<file path="src/rtl/smpq_pkg.sv">
package smpq_pkg;

  localparam int unsigned DEPTH       = 16;
  localparam int unsigned PRIO_BITS   = 16;
  localparam int unsigned HANDLE_BITS = 8;
  localparam int unsigned CNT_W       = $clog2(DEPTH + 1);

  typedef enum logic [1:0] {
    OP_INSERT = 2'd0,
    OP_POP    = 2'd1,
    OP_PEEK   = 2'd2,
    OP_NONE   = 2'd3
  } opcode_e;

  typedef enum logic [1:0] {
    ST_OK    = 2'd0,
    ST_EMPTY = 2'd1,
    ST_FULL  = 2'd2
  } status_e;

  typedef struct packed {
    logic [HANDLE_BITS-1:0] handle;
    logic [PRIO_BITS-1:0]   prio;
  } entry_t;

  // per-cell control from the queue controller
  typedef struct packed {
    logic ins;  // insert is committed this cycle
    logic pop;  // pop is committed this cycle
    logic occ;  // cell currently holds a live entry
  } cell_ctrl_t;

endpackage

</file>
<file path="src/rtl/smpq_cell.sv">
module smpq_cell import smpq_pkg::*; (
  input  logic       clk_i,
  input  cell_ctrl_t ctrl_i,
  input  entry_t     new_i,
  input  entry_t     left_i,
  input  logic       left_take_i,
  input  entry_t     right_i,
  output logic       take_o,
  output entry_t     entry_o
);

  entry_t entry_q;

  // strictly greater keeps equal priorities in arrival order
  assign take_o  = !ctrl_i.occ || (entry_q.prio > new_i.prio);
  assign entry_o = entry_q;

  always_ff @(posedge clk_i) begin
    if (ctrl_i.pop) begin
      entry_q <= right_i;
    end else if (ctrl_i.ins && take_o) begin
      entry_q <= left_take_i ? left_i : new_i;
    end
  end

endmodule

</file>
<file path="config.mk">
export PLATFORM = sky130hd
export DESIGN_NAME = smpq_cell
export DESIGN_NICKNAME = d
export VERILOG_FILES = /design/src/rtl/smpq_pkg.sv /design/src/rtl/smpq_cell.sv
export SDC_FILE = /design/constraint.sdc
export NUM_CORES = 1
export LEC_CHECK = 0
export BUFFER_PORTS_ARGS = -buffer_cell sky130_fd_sc_hd__clkbuf_2
export CAP_MARGIN = 20
export CORE_MARGIN = 5
export CORE_UTILIZATION = 46
export DETAILED_ROUTE_END_ITERATION = 16
export GPL_TIMING_DRIVEN = 0
export PLACE_DENSITY_LB_ADDON = 0.3
export SYNTH_ARGS = -nofsm -noshare
export SYNTH_HDL_FRONTEND = slang
export SYNTH_SLANG_ARGS = --single-unit
</file>
<file path="constraint.sdc">
create_clock -name clk_i -period 4.9 [get_ports clk_i]
set_input_delay 0.735 -clock clk_i [delete_from_list [all_inputs] [get_ports clk_i]]
set_output_delay 0.735 -clock clk_i [all_outputs]
set_load 0.01 [all_outputs]
</file>
==> impl_metrics.ini <==
[sta]
setup_viol = 0
fmax_mhz = 346.7
rsz0062_at_grt = false
period_minus_slack_ps = 2885
relSlewSlack_pct = 50.83
worst_pin_slew_ps = 737.5
fin_worst_skew_ps = 3.205
finalHoldViolations = 0
finalCritPeriodShare_pct = 58.87
final_max_slew_viol_count = 0
tns_ps = 0
timing.hold.ws_ps = 682.0

[clock_tree]
cts_inserted_buffers = 3
ctsHoldBuffers = 0
cts_tree = yes
clockBufferDepth = 2
cts_resized = 0
clk_pin_slew_worst_paths_ps = 140
post-cts-setup-buffers = 0
ctsRootBufferMaster = clkbuf_4
htree_levels = 1
clock_latency_ps = 320
cts.sinks = 24

[cells_and_area]
drive_gt1_share_pct = 42.22
fin_nets = 364
antennaDiodeCount = 0
largest_register_ff_count = 24
syn_to_final_growth_pct = 37.69

[synthesis]
synth_warnings = 0
synth.distinct_cells = 21
syn_avg_cell_area_um2 = 9.979
syn-cell-area_mm2 = 0.001657
synth_seq_cells = 24
syn_nets = 259
synth_ff_type = edfxtp_1
synth_area_leader_cell = edfxtp_1
synthTopCellsByArea = edfxtp_1 (44%), mux2i_1 (15%), ha_1 (12%)
yosysSeqAreaShare_pct = 43.50
synth_edf_count = 24
synthTopCellsByCount = o21ai_0 (27), nand2_1 (26), edfxtp_1 (24), mux2i_1 (24), inv_1 (19)
synth_cells = 166
synth_most_common_cell = o21ai_0
async_reset_ff_share_pct = 0
yosys.area.top_type_share_pct = 43.50

[critical_path]
start_kind = input pin
end_kind = output port
crit_type = input pin to output port
worstPathRequired_ps = 4160
cp.arrival_ps = 2150
crit_path_max_fanout = 3

[outcome]
status = finished, final reports clean

[detailed_routing]
drcViolationCount = 0
final_antenna_net_count = 0
drt_iter0_drc = 47
routedWlPerCell_um = 13.83
drt-total-wl_um = 4370
avgViaCountPerCell = 5.003
vias = 1581
dr.pass1.iters = 4

[floorplan]
die_h_um = 70.01
fp-row-count = 21
start_util_pct = 48.50
pin_count = 102
core_area_mm2 = 0.003416
die_area_mm2 = 0.004901
dieWidth_um = 70.01

[hold_path]
hp-class = input pin to flop

[placement]
io_buffers = 99
gp_congestion = 0.7739
dp_hpwl_um = 3711

[grt]
grt_first_pass_wirelength_um = 7458
grt_max_degree = 15
antenna_found_initial = 0
grtUsageTotal_pct = 18.60
overflow = 0
grt_pass1_vias = 1716

[power_and_ir_drop]
ir_drop_mv = 0.1328
powerDensity_mw_per_mm2 = 253.0
p_leak_nw = 1.213

[run]
maxCapViolCount = 0
where the power goes:
group	total (W)	internal [W]	leakage [nW]	switching (W)
logic	0.000165	0.0000770	0.938	0.0000885
clock network	0.000145	0.0000827	0.0279	0.0000623
registers	0.000266	0.000256	0.247	0.0000104
total	0.000577	0.000416	1.21	0.000161
stage by stage:
stage,power (W),cells,worst slack (ps),utilization [%],cell area [um2]
2_1_floorplan,0.0003600,166,1805,-,1657
3_3_place_gp,0.0004312,311,1125,64.69,2210
3_5_place_dp,0.0004387,312,1964,65.24,2228
4_1_cts,0.0005812,316,2007,66.78,2281
5_1_grt,0.0006102,316,1895,66.78,2281
6_report,0.0005770,316,2015,66.78,2281
cells in the final DEF (no fill, tap or decap), types with 4 or more instances in the layout:
master	instances
o21ai_0	27
inv_1	19
edfxtp_1	24
clkbuf_2	99
a21oi_1	7
ha_1	16
clkbuf_1	4
nand2_1	26
mux2i_1	24
cell families (layout without fill, tap and decap cells):
kind of cell,after synthesis,count (layout),synth area share [%]
fa+ha+maj,16,16,12.08
simple gates,34,34,9.516
buf+inv,27,131,6.722
flops,24,24,43.50
mux,24,24,14.50
compound gates,41,41,13.67
area by class of cell:
cell class | count | area (um2)
Tap cell | 46 | 57.56
Inverter | 19 | 71.32
Sequential cell | 24 | 720.7
Buffer | 8 | 40.04
Fill cell | 294 | 1135
Clock buffer | 3 | 22.52
Clock inverter | 1 | 30.03
Multi-Input combinational cell | 115 | 828.3
Timing Repair Buffer | 100 | 510.5
routing by layer:
layer / part of all wire (%) / routed length (um) / GRT usage [%] / vias to the layer above
met5: 0 / 0 / 0 / -
met4: 2.6 / 114 / 7.447 / 0
met3: 7.9 / 346 / 5.595 / 11
met2: 48 / 2110 / 32.42 / 64
met1: 41 / 1797 / 21.13 / 702
li1: - / - / - / 804
worst max-delay path: stages:
cell and delay, ps:
clkbuf_2 90, inv_1 40, ha_1 310, a21oi_1 140, o21ai_0 130, a2111oi_2 470
o21ai_1 100, clkbuf_2 140
worst paths after layout:
check	start	endpoint	slack, ps	cells after the start
hold reg to reg	entry_o[2]$_DFFE_PP_	entry_o[15]$_DFFE_PP_	1300	4
hold / removal	right_i[18]	entry_o[18]$_DFFE_PP_	680	3
setup reg to reg	entry_o[15]$_DFFE_PP_	entry_o[3]$_DFFE_PP_	2460	6
setup / recovery	new_i[3]	take_o	2020	8
Power figures use the tool's default switching activity.
